File: config.mk
export PLATFORM = sky130hd
export DESIGN_NAME = tensor_permute_address_gen
export DESIGN_NICKNAME = d
export VERILOG_FILES = /design/src/hdl/tpag_pkg.sv /design/src/hdl/tpag_stride_calc.sv /design/src/hdl/tpag_walker.sv /design/src/hdl/tensor_permute_address_gen.sv
export VERILOG_INCLUDE_DIRS = /design/src /design/src/hdl
export SDC_FILE = /design/constraint.sdc
export NUM_CORES = 2
export LEC_CHECK = 0
export ABC_AREA = 1
export BUFFER_PORTS_ARGS = -buffer_cell sky130_fd_sc_hd__buf_2
export CORE_UTILIZATION = 63
export CTS_CLUSTER_DIAMETER = 150
export DETAILED_ROUTE_END_ITERATION = 16
export PLACE_DENSITY = 0.87
export RECOVER_POWER = 100
export SLEW_MARGIN = 20
export SYNTH_ARGS = -nofsm -noshare
export SYNTH_HDL_FRONTEND = slang
export SYNTH_HIERARCHICAL = 1
export SYNTH_SLANG_ARGS = --single-unit
export TNS_END_PERCENT = 1
File: constraint.sdc
create_clock -name clk_i -period 16.8 [get_ports clk_i]
set_input_delay 3.36 -clock clk_i [delete_from_list [all_inputs] [get_ports clk_i]]
set_output_delay 3.36 -clock clk_i [all_outputs]
set_load 0.01 [all_outputs]
File: src/hdl/assert_macros.svh
// ----------------------------------------------------------------------------
// Assertion macros
// Concurrent assertion helpers used by the address generator top level.
// ----------------------------------------------------------------------------
`ifndef ASSERT_MACROS_SVH
`define ASSERT_MACROS_SVH

`ifndef SYNTHESIS

// Property holds at every clock edge outside reset.
`define TPAG_ASSERT(label, clk, rstn, prop, msg) \
  label: assert property (@(posedge clk) disable iff (!rstn) (prop)) else $error(msg);

// Expression is never true at a clock edge outside reset.
`define TPAG_NEVER(label, clk, rstn, expr, msg) \
  label: assert property (@(posedge clk) disable iff (!rstn) !(expr)) else $error(msg);

`else

`define TPAG_ASSERT(label, clk, rstn, prop, msg)
`define TPAG_NEVER(label, clk, rstn, expr, msg)

`endif

`endif

File: src/hdl/tpag_pkg.sv
`timescale 1ns / 1ps
// ----------------------------------------------------------------------------
// Tensor permute address generator package
// Shared constants, register codes and the geometry bundle.
// ----------------------------------------------------------------------------
package tpag_pkg;

  // Tensor rank and index width.
  localparam int unsigned NUM_AXES = 4;
  localparam int unsigned IDX_W    = 32;

  // Configuration port geometry.
  localparam int unsigned CFG_IDX_W  = 3;
  localparam int unsigned CFG_DATA_W = 8;

  // Register reset values: unit dimensions and the identity permutation.
  localparam logic [CFG_DATA_W-1:0] DIM_RESET  = 8'd1;
  localparam logic [CFG_DATA_W-1:0] PERM_RESET = 8'd228;

  // Cycles for the stride and step tables to settle after a restart.
  localparam int unsigned SETTLE_W = 3;
  localparam logic [SETTLE_W-1:0] SETTLE_CYCLES = 3'd5;

  // Register indexes of the configuration port.
  typedef enum logic [CFG_IDX_W-1:0] {
    REG_DIM_BATCH   = 3'd0,
    REG_DIM_CHANNEL = 3'd1,
    REG_DIM_HEIGHT  = 3'd2,
    REG_DIM_WIDTH   = 3'd3,
    REG_PERM_CODE   = 3'd4
  } tpag_reg_e;

  // Geometry handed from the stride calculator to the walker.
  typedef struct packed {
    logic [NUM_AXES-1:0][CFG_DATA_W-1:0] dim_m1;  // effective size minus one
    logic [NUM_AXES-1:0][IDX_W-1:0]      delta;   // destination step per axis
  } tpag_geom_t;

endpackage

File: src/hdl/tpag_stride_calc.sv
`timescale 1ns / 1ps
// ----------------------------------------------------------------------------
// Stride calculator
// Holds the configuration registers and derives, over a short pipeline, the
// destination step applied when each source axis advances.
// ----------------------------------------------------------------------------
module tpag_stride_calc import tpag_pkg::*; #(
  parameter int unsigned DIM_BITS = 8
) (
  input  logic                  clk_i,
  input  logic                  rst_ni,
  input  logic                  cfg_we_i,
  input  logic [CFG_IDX_W-1:0]  cfg_idx_i,
  input  logic [CFG_DATA_W-1:0] cfg_wdata_i,
  output tpag_geom_t            geom_o,
  output logic                  busy_o,
  output logic                  restart_o
);

  // Only the low bits of a dimension count when the counters are narrow.
  localparam int unsigned EFF_W = (DIM_BITS < CFG_DATA_W) ? DIM_BITS : CFG_DATA_W;

  logic [NUM_AXES-1:0][CFG_DATA_W-1:0] dim_q;
  logic [CFG_DATA_W-1:0]               perm_q;
  logic [SETTLE_W-1:0]                 settle_q;

  logic [NUM_AXES-1:0][CFG_DATA_W-1:0] dim_raw;
  logic [NUM_AXES-1:0][CFG_DATA_W-1:0] dim_eff;
  logic [NUM_AXES-1:0][CFG_DATA_W-1:0] dim_m1;
  logic [NUM_AXES-1:0][1:0]            perm_sel;
  logic [NUM_AXES-1:0][CFG_DATA_W-1:0] dim_p;

  logic [2*CFG_DATA_W-1:0]             prod1_q;
  logic [NUM_AXES-1:0][3*CFG_DATA_W-1:0] stride_q;
  logic [NUM_AXES-1:0][IDX_W-1:0]      sstride_d, sstride_q;
  logic [NUM_AXES-1:0][IDX_W-1:0]      wrap_q;
  logic [NUM_AXES-1:0][IDX_W-1:0]      delta_d, delta_q;

  // A write to a known register restarts the stream.
  assign restart_o = cfg_we_i && (cfg_idx_i <= REG_PERM_CODE);
  assign busy_o    = (settle_q != '0);

  // Configuration registers and the settle counter.
  always_ff @(posedge clk_i or negedge rst_ni) begin
    if (!rst_ni) begin
      dim_q    <= {NUM_AXES{DIM_RESET}};
      perm_q   <= PERM_RESET;
      settle_q <= SETTLE_CYCLES;
    end else begin
      if (cfg_we_i) begin
        unique case (cfg_idx_i)
          REG_DIM_BATCH:   dim_q[0] <= cfg_wdata_i;
          REG_DIM_CHANNEL: dim_q[1] <= cfg_wdata_i;
          REG_DIM_HEIGHT:  dim_q[2] <= cfg_wdata_i;
          REG_DIM_WIDTH:   dim_q[3] <= cfg_wdata_i;
          REG_PERM_CODE:   perm_q   <= cfg_wdata_i;
          default: ;
        endcase
      end
      if (restart_o) begin
        settle_q <= SETTLE_CYCLES;
      end else if (settle_q != '0) begin
        settle_q <= settle_q - 1'b1;
      end
    end
  end

  // Effective sizes: a zero size counts as one; the permuted shape.
  always_comb begin
    for (int a = 0; a < NUM_AXES; a++) begin
      dim_raw[a]  = CFG_DATA_W'(dim_q[a][EFF_W-1:0]);
      dim_eff[a]  = (dim_raw[a] == '0) ? CFG_DATA_W'(1) : dim_raw[a];
      dim_m1[a]   = dim_eff[a] - 1'b1;
      perm_sel[a] = perm_q[2*a +: 2];
    end
    for (int i = 0; i < NUM_AXES; i++) begin
      dim_p[i] = dim_eff[perm_sel[i]];
    end
  end

  // Per source axis, the sum of the output strides it feeds.
  always_comb begin
    for (int a = 0; a < NUM_AXES; a++) begin
      sstride_d[a] = '0;
      for (int i = 0; i < NUM_AXES; i++) begin
        if (perm_sel[i] == 2'(a)) begin
          sstride_d[a] = sstride_d[a] + IDX_W'(stride_q[i]);
        end
      end
    end
  end

  // Step for an advance of axis j: its own stride less the rewind of all
  // faster axes, which wrap back to zero at the same time.
  always_comb begin
    logic [IDX_W-1:0] tail;
    tail = '0;
    for (int j = NUM_AXES - 1; j >= 0; j--) begin
      delta_d[j] = sstride_q[j] - tail;
      tail       = tail + wrap_q[j];
    end
  end

  // Stride and step pipeline, one multiplication per stage.
  always_ff @(posedge clk_i) begin
    prod1_q     <= (2*CFG_DATA_W)'(dim_p[3]) * (2*CFG_DATA_W)'(dim_p[2]);
    stride_q[3] <= (3*CFG_DATA_W)'(1);
    stride_q[2] <= (3*CFG_DATA_W)'(dim_p[3]);
    stride_q[1] <= (3*CFG_DATA_W)'(prod1_q);
    stride_q[0] <= (3*CFG_DATA_W)'(prod1_q) * (3*CFG_DATA_W)'(dim_p[1]);
    sstride_q   <= sstride_d;
    for (int a = 0; a < NUM_AXES; a++) begin
      wrap_q[a] <= IDX_W'(dim_m1[a]) * sstride_q[a];
    end
    delta_q     <= delta_d;
  end

  assign geom_o.dim_m1 = dim_m1;
  assign geom_o.delta  = delta_q;

endmodule

File: src/hdl/tpag_walker.sv
`timescale 1ns / 1ps
// ----------------------------------------------------------------------------
// Coordinate walker
// Steps the NCHW coordinate counters in source order and keeps the running
// source and destination indices.
// ----------------------------------------------------------------------------
module tpag_walker import tpag_pkg::*; #(
  parameter int unsigned DIM_BITS = 8
) (
  input  logic             clk_i,
  input  logic             rst_ni,
  input  logic             step_i,
  input  logic             restart_i,
  input  tpag_geom_t       geom_i,
  output logic [IDX_W-1:0] src_index_o,
  output logic [IDX_W-1:0] dst_index_o,
  output logic             last_o
);

  localparam int unsigned CMP_W = (DIM_BITS > CFG_DATA_W) ? DIM_BITS : CFG_DATA_W;

  logic [NUM_AXES-1:0][DIM_BITS-1:0] cnt_d, cnt_q;
  logic [IDX_W-1:0]                  src_d, src_q;
  logic [IDX_W-1:0]                  dst_d, dst_q;
  logic [NUM_AXES-1:0]               at_end;
  logic [IDX_W-1:0]                  delta_sel;

  // An axis wraps when its counter sits on the last coordinate.
  always_comb begin
    for (int a = 0; a < NUM_AXES; a++) begin
      at_end[a] = (CMP_W'(cnt_q[a]) == CMP_W'(geom_i.dim_m1[a]));
    end
  end

  assign last_o = &at_end;

  // Ripple the carry from the width axis towards the batch axis.
  always_comb begin
    logic carry;
    carry = 1'b1;
    for (int a = NUM_AXES - 1; a >= 0; a--) begin
      cnt_d[a] = cnt_q[a];
      if (carry) begin
        if (at_end[a]) begin
          cnt_d[a] = '0;
        end else begin
          cnt_d[a] = cnt_q[a] + 1'b1;
          carry    = 1'b0;
        end
      end
    end
  end

  // Destination step of the slowest axis that advances.
  always_comb begin
    priority if (!at_end[3]) begin
      delta_sel = geom_i.delta[3];
    end else if (!at_end[2]) begin
      delta_sel = geom_i.delta[2];
    end else if (!at_end[1]) begin
      delta_sel = geom_i.delta[1];
    end else begin
      delta_sel = geom_i.delta[0];
    end
  end

  // Running indices: back to zero after the final element.
  always_comb begin
    if (last_o) begin
      src_d = '0;
      dst_d = '0;
    end else begin
      src_d = src_q + 1'b1;
      dst_d = dst_q + delta_sel;
    end
  end

  always_ff @(posedge clk_i or negedge rst_ni) begin
    if (!rst_ni) begin
      cnt_q <= '0;
      src_q <= '0;
      dst_q <= '0;
    end else if (restart_i) begin
      cnt_q <= '0;
      src_q <= '0;
      dst_q <= '0;
    end else if (step_i) begin
      cnt_q <= cnt_d;
      src_q <= src_d;
      dst_q <= dst_d;
    end
  end

  assign src_index_o = src_q;
  assign dst_index_o = dst_q;

endmodule

File: src/hdl/tensor_permute_address_gen.sv
`timescale 1ns / 1ps
// ----------------------------------------------------------------------------
// Tensor permute address generator
// Streams NCHW elements and tags each with its source and permuted index.
// ----------------------------------------------------------------------------
// Usage:
//   Elements enter on the input channel (in_valid_i, in_stall_o,
//   elem_value_i) in row-major NCHW order. Each transfer yields one result on
//   the output channel: the element bits, the source index, the index in the
//   permuted tensor and a flag on the final element, after which the stream
//   wraps to the start of the tensor.
//   Each result appears in the cycle after its transfer; throughput is one
//   element per cycle when not stalled, set by a single add of a precomputed
//   step onto the running destination index in the coordinate walker.
//   The result register lets a new element in while the previous result is
//   taken in the same cycle; while the receiver stalls with a result held,
//   the input stalls and the result holds.
//   Reset and every write to a known register restart the stream at element
//   zero; the input then stalls while the stride and step pipeline settles.
//   The user makes writes only while the block is idle; it is not enforced.
// ----------------------------------------------------------------------------
`include "assert_macros.svh"

module tensor_permute_address_gen import tpag_pkg::*; #(
  parameter int unsigned DIM_BITS = 8
) (
  input  logic                  clk_i,
  input  logic                  rst_ni,
  input  logic                  cfg_we_i,
  input  logic [CFG_IDX_W-1:0]  cfg_idx_i,
  input  logic [CFG_DATA_W-1:0] cfg_wdata_i,
  input  logic                  in_valid_i,
  output logic                  in_stall_o,
  input  logic [IDX_W-1:0]      elem_value_i,
  output logic                  out_valid_o,
  input  logic                  out_stall_i,
  output logic [IDX_W-1:0]      out_value_o,
  output logic [IDX_W-1:0]      src_index_o,
  output logic [IDX_W-1:0]      dst_index_o,
  output logic                  last_elem_o
);

  tpag_geom_t       geom;
  logic             busy;
  logic             restart;
  logic             in_acc;
  logic             out_free;
  logic [IDX_W-1:0] src_cur;
  logic [IDX_W-1:0] dst_cur;
  logic             last_cur;

  logic             out_valid_q;
  logic [IDX_W-1:0] out_value_q;
  logic [IDX_W-1:0] src_index_q;
  logic [IDX_W-1:0] dst_index_q;
  logic             last_elem_q;

  // Configuration and derived strides.
  tpag_stride_calc #(
    .DIM_BITS (DIM_BITS)
  ) u_stride_calc (
    .clk_i       (clk_i),
    .rst_ni      (rst_ni),
    .cfg_we_i    (cfg_we_i),
    .cfg_idx_i   (cfg_idx_i),
    .cfg_wdata_i (cfg_wdata_i),
    .geom_o      (geom),
    .busy_o      (busy),
    .restart_o   (restart)
  );

  // Coordinate and index tracking.
  tpag_walker #(
    .DIM_BITS (DIM_BITS)
  ) u_walker (
    .clk_i       (clk_i),
    .rst_ni      (rst_ni),
    .step_i      (in_acc),
    .restart_i   (restart),
    .geom_i      (geom),
    .src_index_o (src_cur),
    .dst_index_o (dst_cur),
    .last_o      (last_cur)
  );

  // Input handshake: take an element when the result register can move on.
  assign out_free   = !out_valid_q || !out_stall_i;
  assign in_stall_o = busy || cfg_we_i || !out_free;
  assign in_acc     = in_valid_i && !in_stall_o;

  // Result register valid flag.
  always_ff @(posedge clk_i or negedge rst_ni) begin
    if (!rst_ni) begin
      out_valid_q <= 1'b0;
    end else if (in_acc) begin
      out_valid_q <= 1'b1;
    end else if (!out_stall_i) begin
      out_valid_q <= 1'b0;
    end
  end

  // Result register payload.
  always_ff @(posedge clk_i) begin
    if (in_acc) begin
      out_value_q <= elem_value_i;
      src_index_q <= src_cur;
      dst_index_q <= dst_cur;
      last_elem_q <= last_cur;
    end
  end

  assign out_valid_o = out_valid_q;
  assign out_value_o = out_value_q;
  assign src_index_o = src_index_q;
  assign dst_index_o = dst_index_q;
  assign last_elem_o = last_elem_q;

  // The final element sends the stream back to the start of the tensor.
  `TPAG_ASSERT(a_wrap_to_start, clk_i, rst_ni, (in_acc && last_cur) |=> (src_cur == '0 && dst_cur == '0), "stream did not wrap after the final element")

  // Every other transfer advances the source index by one.
  `TPAG_ASSERT(a_src_advance, clk_i, rst_ni, (in_acc && !last_cur) |=> (src_cur == $past(src_cur) + 1'b1), "source index did not advance by one")

  // A write to a known register restarts the stream and holds off input.
  `TPAG_ASSERT(a_restart, clk_i, rst_ni, restart |=> (src_cur == '0 && dst_cur == '0 && busy), "register write did not restart the stream")

  // No element is taken while the step tables settle.
  `TPAG_NEVER(a_no_take_busy, clk_i, rst_ni, in_acc && busy, "element taken while step tables settle")

endmodule

==> metrics.cfg <==
[clocking]
cts_tree = done
ctsHoldBuffers = 0
cts_buffer_depth = 3
h-tree-depth = 3
postCtsSetupBuffers = 0
clock-sinks = 628
numCtsBuffers = 71
cts.reportedPaths.clkPinSlew_ns = 0.06
worstSkewPairLatency_ns = 0.67
cts-resized-gates = 0
root_buffer = clkbuf_16

[drt]
drc_errors = 0
wl_mm = 213.8
drt_pre_antenna_iters = 6
wl_per_cell_um = 20.02
drt_iter0_drc = 6041
drt-vias-per-instance = 5.728
via_count = 61160
drtAntennaViolNets = 0

[global_route]
grt_pass1_vias = 59490
grt_max_degree = 82
grtUsageTotal_pct = 39.82
grt_overflow = 0
grt_pass1_wl_mm = 330.0
antenna_found_initial = 7

[setup_path]
required_ns = 17.34
cpPeakStageDelay_ns = 1.73
start_kind = flip-flop
crit_fanout = 38
crit_top_cell = nand2_1
critical_path_arrival_ns = 12.21
r2r_cells = 22
crit_chain = nor2_1 -> nand2_1 -> nor4_1 -> nor2_2 -> clkbuf_1 -> ha_1 -> xnor2_2 -> clkbuf_1 -> inv_1 -> xnor2_1 -> nand2_1 -> nor2_1 -> nand2_1 -> inv_1 -> clkbuf_1 -> nand3_2 -> nor2_1 -> clkinv_1 -> nand2_1 -> clkinvlp_2 -> nand3_1 -> nand2_1
cp-end-kind = flip-flop
slowest_stage = clkinvlp_2
crit_type = reg -> reg

[synthesis]
ys_ff_latch = 628
yosysMostFrequentCell = nand2_1
synthFlopType = dfxtp_1
yosysWarningCount = 6
synth_top_area_share_pct = 18.16
ys_seq_area_share_pct = 21.45
synth-edff-count = 97
avgSynthCellArea_um2 = 7.276
async_flop_share_pct = 22.29
synth_commonest_cells = nand2_1, inv_1, nor2_1, fa_1, ha_1
synthTopCellsByArea = fa_1, nand2_1, dfxtp_1, inv_1, ha_1
synth_area_um2 = 66470
synth_cells = 9136
synth_top_area_cell = fa_1
synth.distinct_cells = 74

[place]
dp.final_hpwl_mm = 174.6
numPortBuffers = 146
gp_congestion = 1.042

[floorplanning]
core-area_um2 = 104100
die-area_um2 = 106800
io_pins = 147
die_h_um = 326.8
initial_core_util_pct = 63.86
fp-row-count = 118
die_x_um = 326.8

[status]
status = finished, violations left
violations = max-capacitance violations, max-slew violations

[sta]
max_slew.worst_pin.slew_ns = 5.178
finalClockSkew_ns = 0.04617
finalCritPeriodShare_pct = 69.50
setup_viol = 0
rsz0062_at_grt = false
drv_slew = 663
hold_violations = 0
min_period_ns = 11.68
fmax_mhz = 85.65
slew_headroom_pct = -245.2
setup_tns_ns = 0

[final_layout]
area_growth_pct = 6.082
drive_gt1_share_pct = 4.249
post-route-util_pct = 67.75
final_nets = 10370

[hold_path]
worstHoldPathType = reg -> reg
hold_path_depth = 0

[run]
cap_violations = 17

-- path summary, 6_finish.rpt --
kind / start / end / slack, ns
hold / removal: u_stride_calc/sstride_q[108] / u_stride_calc/geom_o[108] / 0.40
setup / recovery: u_stride_calc/dim_q[26] / u_walker/dst_index_o[22] / 5.12
setup reg to reg: u_stride_calc/dim_q[26] / u_walker/dst_index_o[22] / 5.12
min in group asynchronous: rst_ni / u_walker/cnt_q[20] / 4.58
max in group asynchronous: rst_ni / u_stride_calc/dim_q[18] / 7.10
hold reg to reg: u_stride_calc/sstride_q[108] / u_stride_calc/geom_o[108] / 0.40
-- logic make-up (layout without fill, tap and decap cells) --
| kind of cell | Yosys count | in the layout | share of synthesized area [%] |
|---|---|---|---|
| other cells | 1 | 15 | 0.005641 |
| fa+ha+maj | 1086 | 1086 | 27.25 |
| buf+inv | 1933 | 2081 | 11.17 |
| compound gates | 1048 | 1048 | 8.967 |
| xor+xnor | 414 | 414 | 5.517 |
| simple gates | 4026 | 4026 | 25.65 |
| flops | 628 | 628 | 21.45 |
-- state kept, by name, indices dropped and copies added (netlist names) --
register / count
u_stride_calc/dim_q: 32
dst_index_o: 32
u_stride_calc/sstride_q: 108
u_stride_calc/prod1_q: 16
u_stride_calc/perm_q: 8
out_value_o: 32
u_stride_calc/settle_q: 3
last_elem_o: 1
u_walker/cnt_q: 32
out_valid_o: 1
u_stride_calc/stride_q: 48
src_index_o: 32
u_stride_calc/wrap_q: 96
u_walker/src_index_o: 32
u_stride_calc/geom_o: 123
u_walker/dst_index_o: 32
-- layout make-up --
| cell class | instances | area [um2] |
|---|---|---|
| Antenna cell | 2 | 5.005 |
| Clock buffer | 92 | 1988 |
| Clock inverter | 39 | 479.2 |
| Fill cell | 8953 | 33570 |
| Inverter | 1772 | 6654 |
| Multi-Input combinational cell | 6587 | 44610 |
| Sequential cell | 628 | 14260 |
| Tap cell | 1380 | 1727 |
| Timing Repair Buffer | 178 | 800.8 |
-- placed cells by master, fill, tap and decap left out, types with 16 or more instances in the layout --
| cell | synthesis | routed |
|---|---|---|
| nor4_1 | 16 | 16 |
| fa_1 | 603 | 603 |
| nand3b_1 | 33 | 33 |
| buf_2 | 25 | 43 |
| nand2_1 | 2093 | 2102 |
| xnor2_1 | 158 | 156 |
| dfrtp_1 | 130 | 130 |
| or2_2 | 18 | 18 |
| o21ai_0 | 306 | 311 |
| dfxtp_1 | 391 | 391 |
| inv_2 | 40 | 34 |
| o22ai_1 | 31 | 31 |
| o21ai_1 | 33 | 32 |
| a21boi_0 | 25 | 25 |
| clkbuf_1 | 100 | 124 |
| nor2_4 | 31 | 22 |
| nand2_2 | 37 | 31 |
| a21oi_1 | 429 | 429 |
| buf_4 | 11 | 21 |
| nor3_1 | 99 | 108 |
| nor2_1 | 1068 | 1095 |
| o21bai_1 | 25 | 25 |
| nor2_2 | 53 | 35 |
| xor2_1 | 252 | 250 |
| nand4_1 | 105 | 107 |
| nand3_1 | 406 | 411 |
| a21o_1 | 22 | 22 |
| o211ai_1 | 18 | 18 |
| a31oi_1 | 43 | 43 |
| edfxtp_1 | 97 | 97 |
| inv_1 | 1722 | 1727 |
| o21a_1 | 41 | 41 |
| clkbuf_16 | 0 | 73 |
| ha_1 | 483 | 483 |
-- routing by layer --
layer,up-vias,track usage (%),share of wire (%)
met3,680,6.698,9.3
met4,0,23.72,7.2
met2,3126,62.63,44
met1,28790,51.68,40
li1,28560,-,-
met5,-,0,0
-- through the flow --
step | worst slack, ns | hold WS (ns) | area (um2) | cells
6_report | 5.124 | 0.4003 | 70520 | 10680
5_1_grt | 4.806 | 0.4053 | 70510 | 10680
4_1_cts | 8.978 | 0.3940 | 70980 | 10680
3_5_place_dp | 8.932 | 0.3890 | 68510 | 10550
3_3_place_gp | 9.075 | 0.3908 | 68510 | 10550
2_1_floorplan | 9.344 | 0.3291 | 66520 | 9148
-- critical path: cells and delay by family, from the launching register on --
kind                       cells  cell delay (ns)
DFF                            1             0.53
buffers and inverters          7             6.84
and+or+nand+nor               12             3.28
xor gates and xnor gates       2             0.35
adders and majority gates      1             0.47
Power is not shown: default switching activity piles up to over one toggle a cycle in this logic, so the estimate is an artifact.
